==> src/add_seconds_to_calendar_date_top_defines.svh <==
// Assertion macros for the calendar date adder.
`ifndef ADD_SECONDS_TO_CALENDAR_DATE_TOP_DEFINES_SVH
`define ADD_SECONDS_TO_CALENDAR_DATE_TOP_DEFINES_SVH

// Same-cycle implication, sampled on clk, off during reset.
`define ASC_ASSERT_NOW(label, ante, cons, msg) \
    label: assert property (@(posedge clk) disable iff (!rst_n) (ante) |-> (cons)) \
        else $error(msg);

// Next-cycle implication, sampled on clk, off during reset.
`define ASC_ASSERT_NEXT(label, ante, cons, msg) \
    label: assert property (@(posedge clk) disable iff (!rst_n) (ante) |=> (cons)) \
        else $error(msg);

`endif

==> src/asc_pkg.sv <==
// Types, constants and the month length table for the calendar date adder.
package asc_pkg;

    localparam int YEAR_BITS       = 12;
    localparam int ADD_BITS        = 31;
    localparam int DIV_BITS        = 32;
    localparam int OPND_BITS       = DIV_BITS - 2;
    localparam int RCP_BITS        = 31;
    localparam int PROD_BITS       = OPND_BITS + RCP_BITS;
    localparam int REM_BITS        = 6;
    localparam int DAY_BITS        = 16;
    localparam int SEC_PER_MIN     = 60;
    localparam int MIN_PER_HOUR    = 60;
    localparam int HOUR_PER_DAY    = 24;
    localparam int MONTHS_PER_YEAR = 12;

    // floor(x/60) = (floor(x/4) * RCP_MIN) >> 34, floor(x/24) = (floor(x/8) * RCP_DAY) >> 32
    localparam int                  RCP_SHIFT_MIN = 34;
    localparam int                  RCP_SHIFT_DAY = 32;
    localparam logic [RCP_BITS-1:0] RCP_MIN       = 31'h4444_4445;
    localparam logic [RCP_BITS-1:0] RCP_DAY       = 31'h5555_5556;

    typedef struct packed {
        logic [5:0]           in_second;
        logic [5:0]           in_minute;
        logic [4:0]           in_hour;
        logic [4:0]           in_day;
        logic [3:0]           in_month;
        logic [YEAR_BITS-1:0] in_year;
        logic [ADD_BITS-1:0]  add_seconds;
    } asc_in_t;

    typedef struct packed {
        logic [5:0]           out_second;
        logic [5:0]           out_minute;
        logic [4:0]           out_hour;
        logic [4:0]           out_day;
        logic [3:0]           out_month;
        logic [YEAR_BITS-1:0] out_year;
    } asc_out_t;

    typedef enum logic [2:0] {
        ST_IDLE,
        ST_MUL,
        ST_REM,
        ST_WALK,
        ST_DONE
    } asc_state_t;

    typedef enum logic [1:0] {
        STG_SEC,
        STG_MIN,
        STG_HOUR
    } asc_stage_t;

    function automatic logic [4:0] month_len(input logic leap, input logic [3:0] mon);
        logic [4:0] len;
        case (mon) inside
            4'd1, 4'd3, 4'd5, 4'd7, 4'd8, 4'd10, 4'd12: len = 5'd31;
            4'd4, 4'd6, 4'd9, 4'd11:                     len = 5'd30;
            4'd2:                                        len = leap ? 5'd29 : 5'd28;
            default:                                     len = 5'd0;
        endcase
        return len;
    endfunction

endpackage

==> src/add_seconds_to_calendar_date_top.sv <==
// Three divide steps (seconds, minutes, hours), each a multiply state then a remainder state,
// then the month walk, then the result is held in the done state until it is accepted.
// One shared reciprocal multiplier divides by 60 or 24; the walk takes one month a cycle.
// A new word is accepted only in idle, once the result of the last word has been accepted.
// Reset (rst_n low, asynchronous) returns the sequencer to idle and drops any word in flight.
// Top level of the calendar date adder: sequencer, shared divider and month walk.
`include "add_seconds_to_calendar_date_top_defines.svh"

module add_seconds_to_calendar_date_top
    import asc_pkg::*;
(
    input  logic     clk,
    input  logic     rst_n,
    input  logic     req_valid,
    output logic     req_stall,
    input  asc_in_t  req,
    output logic     rsp_valid,
    input  logic     rsp_stall,
    output asc_out_t rsp
);

    asc_state_t           state_reg, state_next;
    asc_stage_t           stage_reg, stage_next;
    logic [DIV_BITS-1:0]  num_reg, num_next;
    logic [DIV_BITS-1:0]  quo_reg, quo_next;
    asc_in_t              hold_reg, hold_next;
    logic [DAY_BITS-1:0]  day_reg, day_next;
    logic [3:0]           mon_reg, mon_next;
    logic [YEAR_BITS-1:0] year_reg, year_next;
    asc_out_t             res_reg, res_next;

    logic [OPND_BITS-1:0] opnd;
    logic [RCP_BITS-1:0]  rcp;
    logic [PROD_BITS-1:0] prod;
    logic [DIV_BITS-1:0]  quo_calc;
    logic [DIV_BITS-1:0]  quo_scaled;
    logic [DIV_BITS-1:0]  rem_full;
    logic [REM_BITS-1:0]  rem_step;
    logic [4:0]           len;

    always_ff @(posedge clk or negedge rst_n)
    begin
        if (!rst_n)
        begin
            state_reg <= ST_IDLE;
            stage_reg <= STG_SEC;
        end
        else
        begin
            state_reg <= state_next;
            stage_reg <= stage_next;
        end
    end

    always_ff @(posedge clk)
    begin
        num_reg  <= num_next;
        quo_reg  <= quo_next;
        hold_reg <= hold_next;
        day_reg  <= day_next;
        mon_reg  <= mon_next;
        year_reg <= year_next;
        res_reg  <= res_next;
    end

    always_comb
    begin
        if (stage_reg == STG_HOUR)
        begin
            opnd = {1'b0, num_reg[DIV_BITS-1:3]};
            rcp  = RCP_DAY;
        end
        else
        begin
            opnd = num_reg[DIV_BITS-1:2];
            rcp  = RCP_MIN;
        end
        prod = PROD_BITS'(opnd) * PROD_BITS'(rcp);
        if (stage_reg == STG_HOUR)
        begin
            quo_calc   = DIV_BITS'(prod[PROD_BITS-1:RCP_SHIFT_DAY]);
            quo_scaled = quo_reg * DIV_BITS'(HOUR_PER_DAY);
        end
        else
        begin
            quo_calc   = DIV_BITS'(prod[PROD_BITS-1:RCP_SHIFT_MIN]);
            quo_scaled = quo_reg * DIV_BITS'(SEC_PER_MIN);
        end
        rem_full = num_reg - quo_scaled;
        rem_step = rem_full[REM_BITS-1:0];
        len      = month_len(year_reg[1:0] == 2'd0, mon_reg);
    end

    always_comb
    begin
        state_next = state_reg;
        stage_next = stage_reg;
        num_next   = num_reg;
        quo_next   = quo_reg;
        hold_next  = hold_reg;
        day_next   = day_reg;
        mon_next   = mon_reg;
        year_next  = year_reg;
        res_next   = res_reg;
        req_stall  = (state_reg != ST_IDLE);
        rsp_valid  = (state_reg == ST_DONE);

        case (state_reg)
            ST_IDLE:
            begin
                if (req_valid)
                begin
                    hold_next  = req;
                    num_next   = DIV_BITS'(req.add_seconds) + DIV_BITS'(req.in_second);
                    stage_next = STG_SEC;
                    state_next = ST_MUL;
                end
            end
            ST_MUL:
            begin
                quo_next   = quo_calc;
                state_next = ST_REM;
            end
            ST_REM:
            begin
                state_next = ST_MUL;
                case (stage_reg)
                    STG_SEC:
                    begin
                        res_next.out_second = rem_step;
                        num_next   = DIV_BITS'(hold_reg.in_minute) + quo_reg;
                        stage_next = STG_MIN;
                    end
                    STG_MIN:
                    begin
                        res_next.out_minute = rem_step;
                        num_next   = DIV_BITS'(hold_reg.in_hour) + quo_reg;
                        stage_next = STG_HOUR;
                    end
                    STG_HOUR:
                    begin
                        res_next.out_hour = rem_step[4:0];
                        day_next   = DAY_BITS'(hold_reg.in_day) + quo_reg[DAY_BITS-1:0];
                        mon_next   = hold_reg.in_month;
                        year_next  = hold_reg.in_year;
                        stage_next = STG_SEC;
                        state_next = ST_WALK;
                    end
                    default:
                    begin
                        stage_next = STG_SEC;
                        state_next = ST_IDLE;
                    end
                endcase
            end
            ST_WALK:
            begin
                if (day_reg > DAY_BITS'(len))
                begin
                    day_next = day_reg - DAY_BITS'(len);
                    if (mon_reg >= 4'(MONTHS_PER_YEAR))
                    begin
                        mon_next  = 4'd1;
                        year_next = year_reg + 1'b1;
                    end
                    else
                    begin
                        mon_next = mon_reg + 1'b1;
                    end
                end
                else
                begin
                    res_next.out_day   = day_reg[4:0];
                    res_next.out_month = mon_reg;
                    res_next.out_year  = year_reg;
                    state_next         = ST_DONE;
                end
            end
            ST_DONE:
            begin
                if (!rsp_stall)
                begin
                    state_next = ST_IDLE;
                end
            end
            default:
            begin
                state_next = ST_IDLE;
            end
        endcase
    end

    assign rsp = res_reg;

    `ASC_ASSERT_NEXT(a_accept_starts_div, req_valid && !req_stall,
        state_reg == ST_MUL && stage_reg == STG_SEC,
        "accepted word did not start the seconds division")
    `ASC_ASSERT_NOW(a_time_in_range, rsp_valid,
        rsp.out_second < 6'd60 && rsp.out_minute < 6'd60 && rsp.out_hour < 5'd24,
        "time field of result out of range")
    `ASC_ASSERT_NOW(a_busy_while_result, rsp_valid || state_reg == ST_WALK,
        req_stall, "request taken while a word is in flight")

endmodule

==> config.mk <==
export PLATFORM = sky130hd
export DESIGN_NAME = add_seconds_to_calendar_date_top
export DESIGN_NICKNAME = d
export VERILOG_FILES = /design/src/asc_pkg.sv /design/src/add_seconds_to_calendar_date_top.sv
export VERILOG_INCLUDE_DIRS = /design/src /design/src/src
export SDC_FILE = /design/constraint.sdc
export NUM_CORES = 1
export LEC_CHECK = 0
export ABC_AREA = 0
export BUFFER_PORTS_ARGS = -buffer_cell sky130_fd_sc_hd__buf_2
export CAP_MARGIN = 30
export CORE_MARGIN = 8
export CORE_UTILIZATION = 55
export CTS_CLUSTER_SIZE = 14
export DETAILED_ROUTE_END_ITERATION = 8
export GPL_TIMING_DRIVEN = 0
export PLACE_DENSITY = 0.73
export REMOVE_ABC_BUFFERS = 1
export SYNTH_ARGS = -nofsm -noshare
export SYNTH_HDL_FRONTEND = slang
export SYNTH_SLANG_ARGS = --single-unit
==> constraint.sdc <==
create_clock -name clk -period 9.8 [get_ports clk]
set_clock_uncertainty 0.05 [all_clocks]
set_input_delay 1.96 -clock clk [delete_from_list [all_inputs] [get_ports clk]]
set_output_delay 1.96 -clock clk [all_outputs]
set_load 0.01 [all_outputs]
==> results of run 1 <==
## kinds of logic after synthesis
logic type      Yosys count  share of synthesized area, %
flops                   168                          22.7
fa+ha+maj               602                          43.3
other cells               2                        0.0340
buf+inv                 512                          8.76
compound gates          335                          9.57
xor+xnor                126                          5.00
simple gates            447                          9.58
mux                      22                          1.05
## how the worst max path moves through the flow
stage                            start  cells past startpoint  slack, ns          end
final                     stage_reg[0]                     28       0.26  quo_reg[25]
after global routing      stage_reg[0]                     28       0.03  quo_reg[22]
after CTS                 stage_reg[0]                     28       0.26  quo_reg[22]
after detailed placement  stage_reg[0]                     28       0.32  quo_reg[20]
after global placement    stage_reg[1]                     25      -1.59  quo_reg[23]
after floorplan           stage_reg[1]                     25       0.90  quo_reg[15]
## layer usage
layer	up-vias	wire (µm)
met3	71	2630
met5	-	0
li1	7457	-
met2	470	26300
met1	7828	23100
met4	0	1640
## metrics by stage
step           hold WS (ns)  instances  area [µm²]  util (%)  setup slack, ns
3_5_place_dp          0.400       2800       23300      58.6            0.320
4_1_cts               0.417       2832       23900      60.1            0.257
6_report              0.418       2832       23900      60.1            0.258
5_1_grt               0.432       2832       23900      60.1           0.0302
3_3_place_gp          0.401       2788       23100      58.0            -1.59
2_1_floorplan         0.376       2151       21800         -            0.896
## area by class of cell
class	count	area, µm²
fillers	3360	15800
multi-input cells	1544	15200
flip-flops and latches	168	5020
inverters	439	1650
repair buffers	124	758
well taps	525	657
clock buffers	17	425
clock inverters	15	164
## critical path, delay by kind of cell (launching register included)
family | cells | cell delay [ns]
muxes | 1 | 0.11
adders and majority gates | 9 | 4.51
buffers and inverters | 7 | 0.81
AOI/OAI and AO/OA | 5 | 1.34
xor gates and xnor gates | 1 | 0.23
DFF | 1 | 0.45
and+or+nand+nor | 5 | 1.73
## what timing repair did
action,in CTS,in global routing
endpoints found under the setup margin,0,4
gates resized for setup,0,1
hold buffers,0,0
## cells in the mapped netlist, types with 5 or more instances
master,number
a211oi_1,14
a21o_1,49
a21oi_1,105
a31oi_1,9
and2_1,39
and3_1,16
and4_1,6
clkbuf_1,65
dfrtp_1,5
edfxtp_1,163
fa_1,270
ha_1,332
inv_1,439
mux2_2,9
mux2i_1,13
nand2_1,148
nand2b_1,8
nand3_1,32
nand4_1,22
nor2_1,109
nor2b_1,11
nor3_1,22
nor3b_1,6
nor4_1,8
o211ai_1,12
o21a_1,8
o21ai_0,76
o21bai_1,13
o22ai_1,8
o31ai_1,5
or2_2,10
or3_1,6
xnor2_1,71
xor2_1,55
==> reports/results.ini, run 1 <==
[status]
status=completed

[worst_hold_path]
worst_hold_path_type=flop to flop
hold_start=day_reg[3]
hold_crit_depth=0
timing.hold.worst_endpoint=rsp[19]

[worst_setup_path]
worst-r2r-cell-count=28
end_kind=flop
data_arrival_time_of_the_worst_path_ns=9.65
crit_fanout=39
critical-path-slowest-cell=fa_1
worstReg2RegEnd=quo_reg[25]
max_stage_delay_ns=0.64
r2r_slack_ns=0.26
timing.critical_path.from_type=flop
rr_startpoint=stage_reg[0]
required_ns=9.91
path_class=flop to flop

[global_route]
grt_pass1_wl_um=86400
globalRoute.totalOverflow=0
met1_usage_pct=30.7
grt_busiest_layer=met2
grt_start_max_net_pins=41
grt_antenna_before_repair=0
grt_use_met3_pct=3.13
met2_usage_pct=39.2
number_of_global_route_vias_before_repair=16200
grt.total_usage_pct=23.2

[logic_synthesis]
dominantRegCellSynth=edfxtp_1
avgSynthCellArea_um2=9.98
mappedNetlistArea_um2=22100
synthesis.instances=2214
yosysUniqueCellTypes=65
synth.yosys.seq_area_share_pct=22.7
fraction_of_synthesis_flops_using_an_asynchronous_set_or_reset_pin_pct=2.98
synth-seq-cells=168
yosys_warnings=0
synthDominantAreaCellType=fa_1
yosysTopAreaCellShare_pct=24.5
synth_enable_flop_cells=163
netlist_top_cells_area=fa_1 (24%), edfxtp_1 (22%), ha_1 (19%)

[die]
rows=73
die_h_um=216
core_region_area_um2=39700
design.die.area_um2=46800
effective_utilization_at_floorplan_pct=55.6
num_io_pins=113
die-width_um=216

[job]
max_cap_violations=0

[timing]
slew_headroom_pct=34.8
timing_worst_slew_pin_value_ns=0.976
setup-tns-final_ns=0
achievable-frequency_ghz=0.105
final.period_utilization_pct=97.4
final-setup-viol-count=0
rsz_0062_raised_after_global_routing=no
max_slew_violation_count=0
final-hold-violation-count=0
finalWorstPathRequiredPeriod_ns=9.54

[clock_tree]
tritoncts.num_buffers=17
clk_latency_ns=0.44
cts-htree-levels=4
path_clk_slew_ns=0.07
clock_sinks=168
clock_path_buffers=2
tritoncts=built
root_buffer=clkbuf_16
cts_setup_buffers=0

[layout]
finalNetCount=2969
layout.cells.most_common_list=inv_1 (439), ha_1 (332), fa_1 (270)
number_of_flip_flops_under_the_largest_register_name=38
final_layout_size_suffix_gt1_share_pct=8.45
leading_cell_type_in_the_layout_fill_and_taps_excluded=inv_1
antennaDiodeCount=0
syn_to_final_growth_pct=8.19

[routing]
detail_route.wirelength_um=53700
via_per_inst=5.59
antenna_left=0
drt_pre_antenna_iters=5
post-route-drc-count=0
vias=15800
routed_wire_length_per_instance_um=19.0
first_iter_violations=1209

[place]
place_congestion=0.924
portBuffers=112
post-dp-hpwl_um=46200

Power of run 1 is not shown: default switching activity piles up to over one toggle a cycle in this logic, so the estimate is an artifact.
==> inputs of run 2 (changes only) <==
--- a/config.mk
+++ b/config.mk
@@ -9,7 +9,7 @@
 export ABC_AREA = 0
 export BUFFER_PORTS_ARGS = -buffer_cell sky130_fd_sc_hd__buf_2
 export CAP_MARGIN = 30
-export CORE_MARGIN = 8
+export CORE_MARGIN = 2
 export CORE_UTILIZATION = 55
 export CTS_CLUSTER_SIZE = 14
 export DETAILED_ROUTE_END_ITERATION = 8
==> run 2 against run 1 <==
  * Core utilization rose by 0.16 points
  * Final cell count hardly changed
  * First-iteration DRC count is 7.8% lower
  * Wire length shrank 0.48%
  * Design area about the same
  * Die area down 11%
  * Maximum frequency rose by 2.8%
  * Sequential cell count unchanged
  * Via count decreased by 0.21%
  * Largest cell class unchanged
==> reports/results.ini, run 2 (synthesis results as in run 1) <==
[die]
effective_utilization_at_floorplan_pct=55.7
die-width_um=204
num_io_pins=113
design.die.area_um2=41800
core_region_area_um2=39600
rows=73
die_h_um=204

[timing]
final-setup-viol-count=0
slew_headroom_pct=33.5
timing_worst_slew_pin_value_ns=0.995
setup-tns-final_ns=0
rsz_0062_raised_after_global_routing=no
max_slew_violation_count=0
final.period_utilization_pct=94.7
final-hold-violation-count=0
finalWorstPathRequiredPeriod_ns=9.28
achievable-frequency_ghz=0.108
setup_ws_ns=0.521

[global_route]
globalRoute.totalOverflow=0
grt_start_max_net_pins=42
number_of_global_route_vias_before_repair=16300
grt_pass1_wl_um=85100
grt.total_usage_pct=26.4
grt_antenna_before_repair=2

[routing]
via_per_inst=5.57
post-route-drc-count=0
first_iter_violations=1115
vias=15800
drt_pre_antenna_iters=8
routed_wire_length_per_instance_um=18.8
detail_route.wirelength_um=53400
antenna_left=0

[worst_setup_path]
timing.critical_path.from_type=flop
worstReg2RegEnd=quo_reg[22]
critical-path-slowest-cell=a221oi_1
rr_startpoint=stage_reg[1]
end_kind=flop
startpoint=stage_reg[1]
data_arrival_time_of_the_worst_path_ns=9.42
critical_path_buf_inv_count=5
r2r_slack_ns=0.52
worst-r2r-cell-count=26
worst_path_most_repeated_cell=fa_1
max_stage_delay_ns=0.84
required_ns=9.94
path_class=flop to flop
crit_fanout=41
worst_path_dominant_cell_family=adder cells

[job]
max_cap_violations=0

[clock_tree]
root_buffer=clkbuf_16
clock_sinks=168
tritoncts.num_buffers=17
tritoncts=built
clock_path_buffers=2
path_clk_slew_ns=0.07
clk_latency_ns=0.44
cts-htree-levels=4

[place]
preCtsSetupSlack_ns=0.329
place_congestion=0.942
portBuffers=112
post-dp-hpwl_um=46100
post-place-cells=2800

[worst_hold_path]
hold_start=day_reg[0]
timing.hold.worst_endpoint=rsp[16]
hold_crit_depth=0
worst_hold_path_type=flop to flop

[status]
status=completed

[layout]
final_layout_size_suffix_gt1_share_pct=8.28
final_cells=2834
number_of_flip_flops_under_the_largest_register_name=38
fillerInstances=3355
finalNetCount=2969
layout.cells.most_common_list=inv_1 (439), ha_1 (332), fa_1 (270)
leading_cell_type_in_the_layout_fill_and_taps_excluded=inv_1
syn_to_final_growth_pct=8.23

run 2: changes by cell type in the layout (fill, tap and decap cells not counted), sizes merged:
cell | previous run | this run
diode | 0 | 2
clkinvlp | 2 | 0
inv | 445 | 446
clkbuf | 17 | 18
run 2: how the worst max path moves through the flow:
stage | to | slack (ns) | cells past startpoint
5_1_grt | quo_reg[22] | 0.21 | 26
3_5_place_dp | quo_reg[22] | 0.33 | 28
2_1_floorplan | quo_reg[15] | 0.90 | 25
4_1_cts | quo_reg[22] | 0.30 | 28
6_report | quo_reg[22] | 0.52 | 26
3_3_place_gp | quo_reg[23] | -1.56 | 25
run 2: timing repair:
action | CTS | global route
buffers inserted | 0 | 0
gates resized for setup | 0 | 2
setup endpoints to repair | 0 | 4
hold buffers | 0 | 0
hold endpoints to repair | 0 | 0
run 2: cell type report:
cell class / count / area (µm²) / area share [%]
Multi-Input combinational cell: 1544 / 15200 / 63.7
Sequential cell: 168 / 5020 / 21.0
Inverter: 439 / 1650 / 6.89
Timing Repair Buffer: 124 / 774 / 3.24
Tap cell: 525 / 657 / 2.75
Clock buffer: 18 / 429 / 1.80
Clock inverter: 14 / 144 / 0.602
Antenna cell: 2 / 5.00 / 0.0209
run 2: layer usage:
layer	track usage (%)	wire (µm)	vias up
met5	0	0	-
met4	9.91	2020	0
met3	3.22	2480	79
met2	44.0	25800	473
met1	35.4	23100	7802
li1	-	-	7438
run 2: through the flow:
stage                     hold WS (ns)  area, µm²  utilization [%]
final                            0.414      23900             60.3
after global routing             0.422      23900             60.3
after CTS                        0.414      23900             60.3
after detailed placement         0.398      23300             58.8
after global placement           0.393      23100             58.2
after floorplan                  0.376      21800                -
Power of run 2 is left out for the same reason.
==> inputs of run 3 (changes only) <==
--- a/config.mk
+++ b/config.mk
@@ -10,11 +10,10 @@
 export BUFFER_PORTS_ARGS = -buffer_cell sky130_fd_sc_hd__buf_2
 export CAP_MARGIN = 30
 export CORE_MARGIN = 2
-export CORE_UTILIZATION = 55
+export CORE_UTILIZATION = 45
 export CTS_CLUSTER_SIZE = 14
 export DETAILED_ROUTE_END_ITERATION = 8
 export GPL_TIMING_DRIVEN = 0
-export PLACE_DENSITY = 0.73
 export REMOVE_ABC_BUFFERS = 1
 export SYNTH_ARGS = -nofsm -noshare
 export SYNTH_HDL_FRONTEND = slang
==> run 3 against run 2 <==
  * Core utilization decreased by 11 points
  * Hold slack better by 0.0064 ns
  * Global-route usage decreased by 4.2 points
  * Maximum frequency fell by 1.9%
  * First-iteration DRC count down 15%
  * Non-clock buffer count up 1
  * Die area rose by 22%
  * Sequential cell count stayed put
  * Clock-buffer cell count up 1
  * Highest routed layer is now met5
==> reports/results.ini, run 3 (synthesis results as in run 1) <==
[status]
status=completed

[layout]
number_of_flip_flops_under_the_largest_register_name=38
final_layout_size_suffix_gt1_share_pct=8.49
layout.cells.most_common_list=inv_1 (439), ha_1 (332), fa_1 (270)
leading_cell_type_in_the_layout_fill_and_taps_excluded=inv_1
syn_to_final_growth_pct=8.88
finalNetCount=2970
utilization_pct=49.4

[global_route]
number_of_global_route_vias_before_repair=16000
grt_pass1_wl_um=86000
grt_antenna_before_repair=2
grt.total_usage_pct=22.2
globalRoute.totalOverflow=0
grt_start_max_net_pins=47

[timing]
max_slew_violation_count=0
finalWorstPathRequiredPeriod_ns=9.46
timing_worst_slew_pin_value_ns=1.11
achievable-frequency_ghz=0.106
rsz_0062_raised_after_global_routing=no
setup_ws_ns=0.337
final.period_utilization_pct=96.6
final-hold-violation-count=0
final-setup-viol-count=0
slew_headroom_pct=25.8

[routing]
post-route-drc-count=0
detail_route.wirelength_um=54300
routed_wire_length_per_instance_um=18.5
via_per_inst=5.27
antenna_left=0
first_iter_violations=951
vias=15400
drt_pre_antenna_iters=5

[die]
effective_utilization_at_floorplan_pct=45.4
core_region_area_um2=48600
rows=81
num_io_pins=113
design.die.area_um2=50900
die_h_um=226
die-width_um=226

[place]
portBuffers=112
place_congestion=0.931
preCtsSetupSlack_ns=0.305
post-dp-hpwl_um=47500

[clock_tree]
hold_buffers=0
root_buffer=clkbuf_16
cts_setup_buffers=0
cts-htree-levels=4
tritoncts.num_buffers=17
postCtsResizedCells=0
clock_sinks=168
tritoncts=built
clk_latency_ns=0.44
clock_path_buffers=2
path_clk_slew_ns=0.07

[worst_setup_path]
crit_fanout=39
path_class=flop to flop
end_kind=flop
timing.critical_path.from_type=flop
data_arrival_time_of_the_worst_path_ns=9.61
required_ns=9.95
r2r_slack_ns=0.34

[worst_hold_path]
worst_hold_path_type=flop to flop

[job]
max_cap_violations=0

[run 3: final cells by class]
cell class,instances,area (µm²)
Fill cell,4545,24600
Antenna cell,1,2.50
Multi-Input combinational cell,1544,15200
Clock inverter,13,134
Clock buffer,19,433
Sequential cell,168,5020
Tap cell,622,778
Timing Repair Buffer,125,805
Inverter,439,1650
[run 3: per-layer routing]
| metal | track usage, % | wire [µm] | vias to the layer above |
|---|---|---|---|
| met2 | 36.2 | 25500 | 305 |
| met3 | 2.99 | 1780 | 81 |
| met5 | 0 | 9 | - |
| li1 | - | - | 7451 |
| met4 | 10.0 | 2650 | 2 |
| met1 | 29.5 | 24400 | 7595 |
[run 3: worst max-delay path, stage by stage (launching register included)]
cell and delay, ns:
dfrtp_1 0.46, nand2b_2 0.49, buf_12 0.32, and2_1 0.22, or2_2 0.31, ha_1 0.27
inv_1 0.07, fa_1 0.61, inv_1 0.12, fa_1 0.52, fa_1 0.57, fa_1 0.44
fa_1 0.54, inv_1 0.05, fa_1 0.52, inv_1 0.05, fa_1 0.46, ha_1 0.39
a21oi_1 0.34, o21ai_0 0.13, a221oi_1 0.93, nand3_1 0.17, o21ai_1 0.31, a21oi_1 0.23
a21oi_2 0.25, xnor2_1 0.09, mux2_2 0.26
[run 3: path summary, 6_finish.rpt]
kind / from / endpoint / depth (start not counted)
worst max-delay path: stage_reg[0] / quo_reg[22] / 26
worst min-delay path: day_reg[4] / rsp[20] / 0
worst max register to register: stage_reg[0] / quo_reg[22] / 26
worst min register to register: day_reg[4] / rsp[20] / 0
max in group asynchronous: rst_n / state_reg[2] / 1
min in group asynchronous: rst_n / state_reg[1] / 1
[run 3: metrics by stage]
| stage | cells | instance area, µm² | hold WS (ns) | TNS (ns) |
|---|---|---|---|---|
| after CTS | 2930 | 24000 | 0.419 | 0 |
| after floorplan | 2151 | 21800 | 0.376 | 0 |
| after global routing | 2931 | 24000 | 0.422 | 0 |
| final | 2931 | 24000 | 0.421 | 0 |
| after global placement | 2885 | 23200 | 0.385 | -44.94 |
| after detailed placement | 2898 | 23500 | 0.406 | 0 |
Power of run 3 is left out for the same reason.
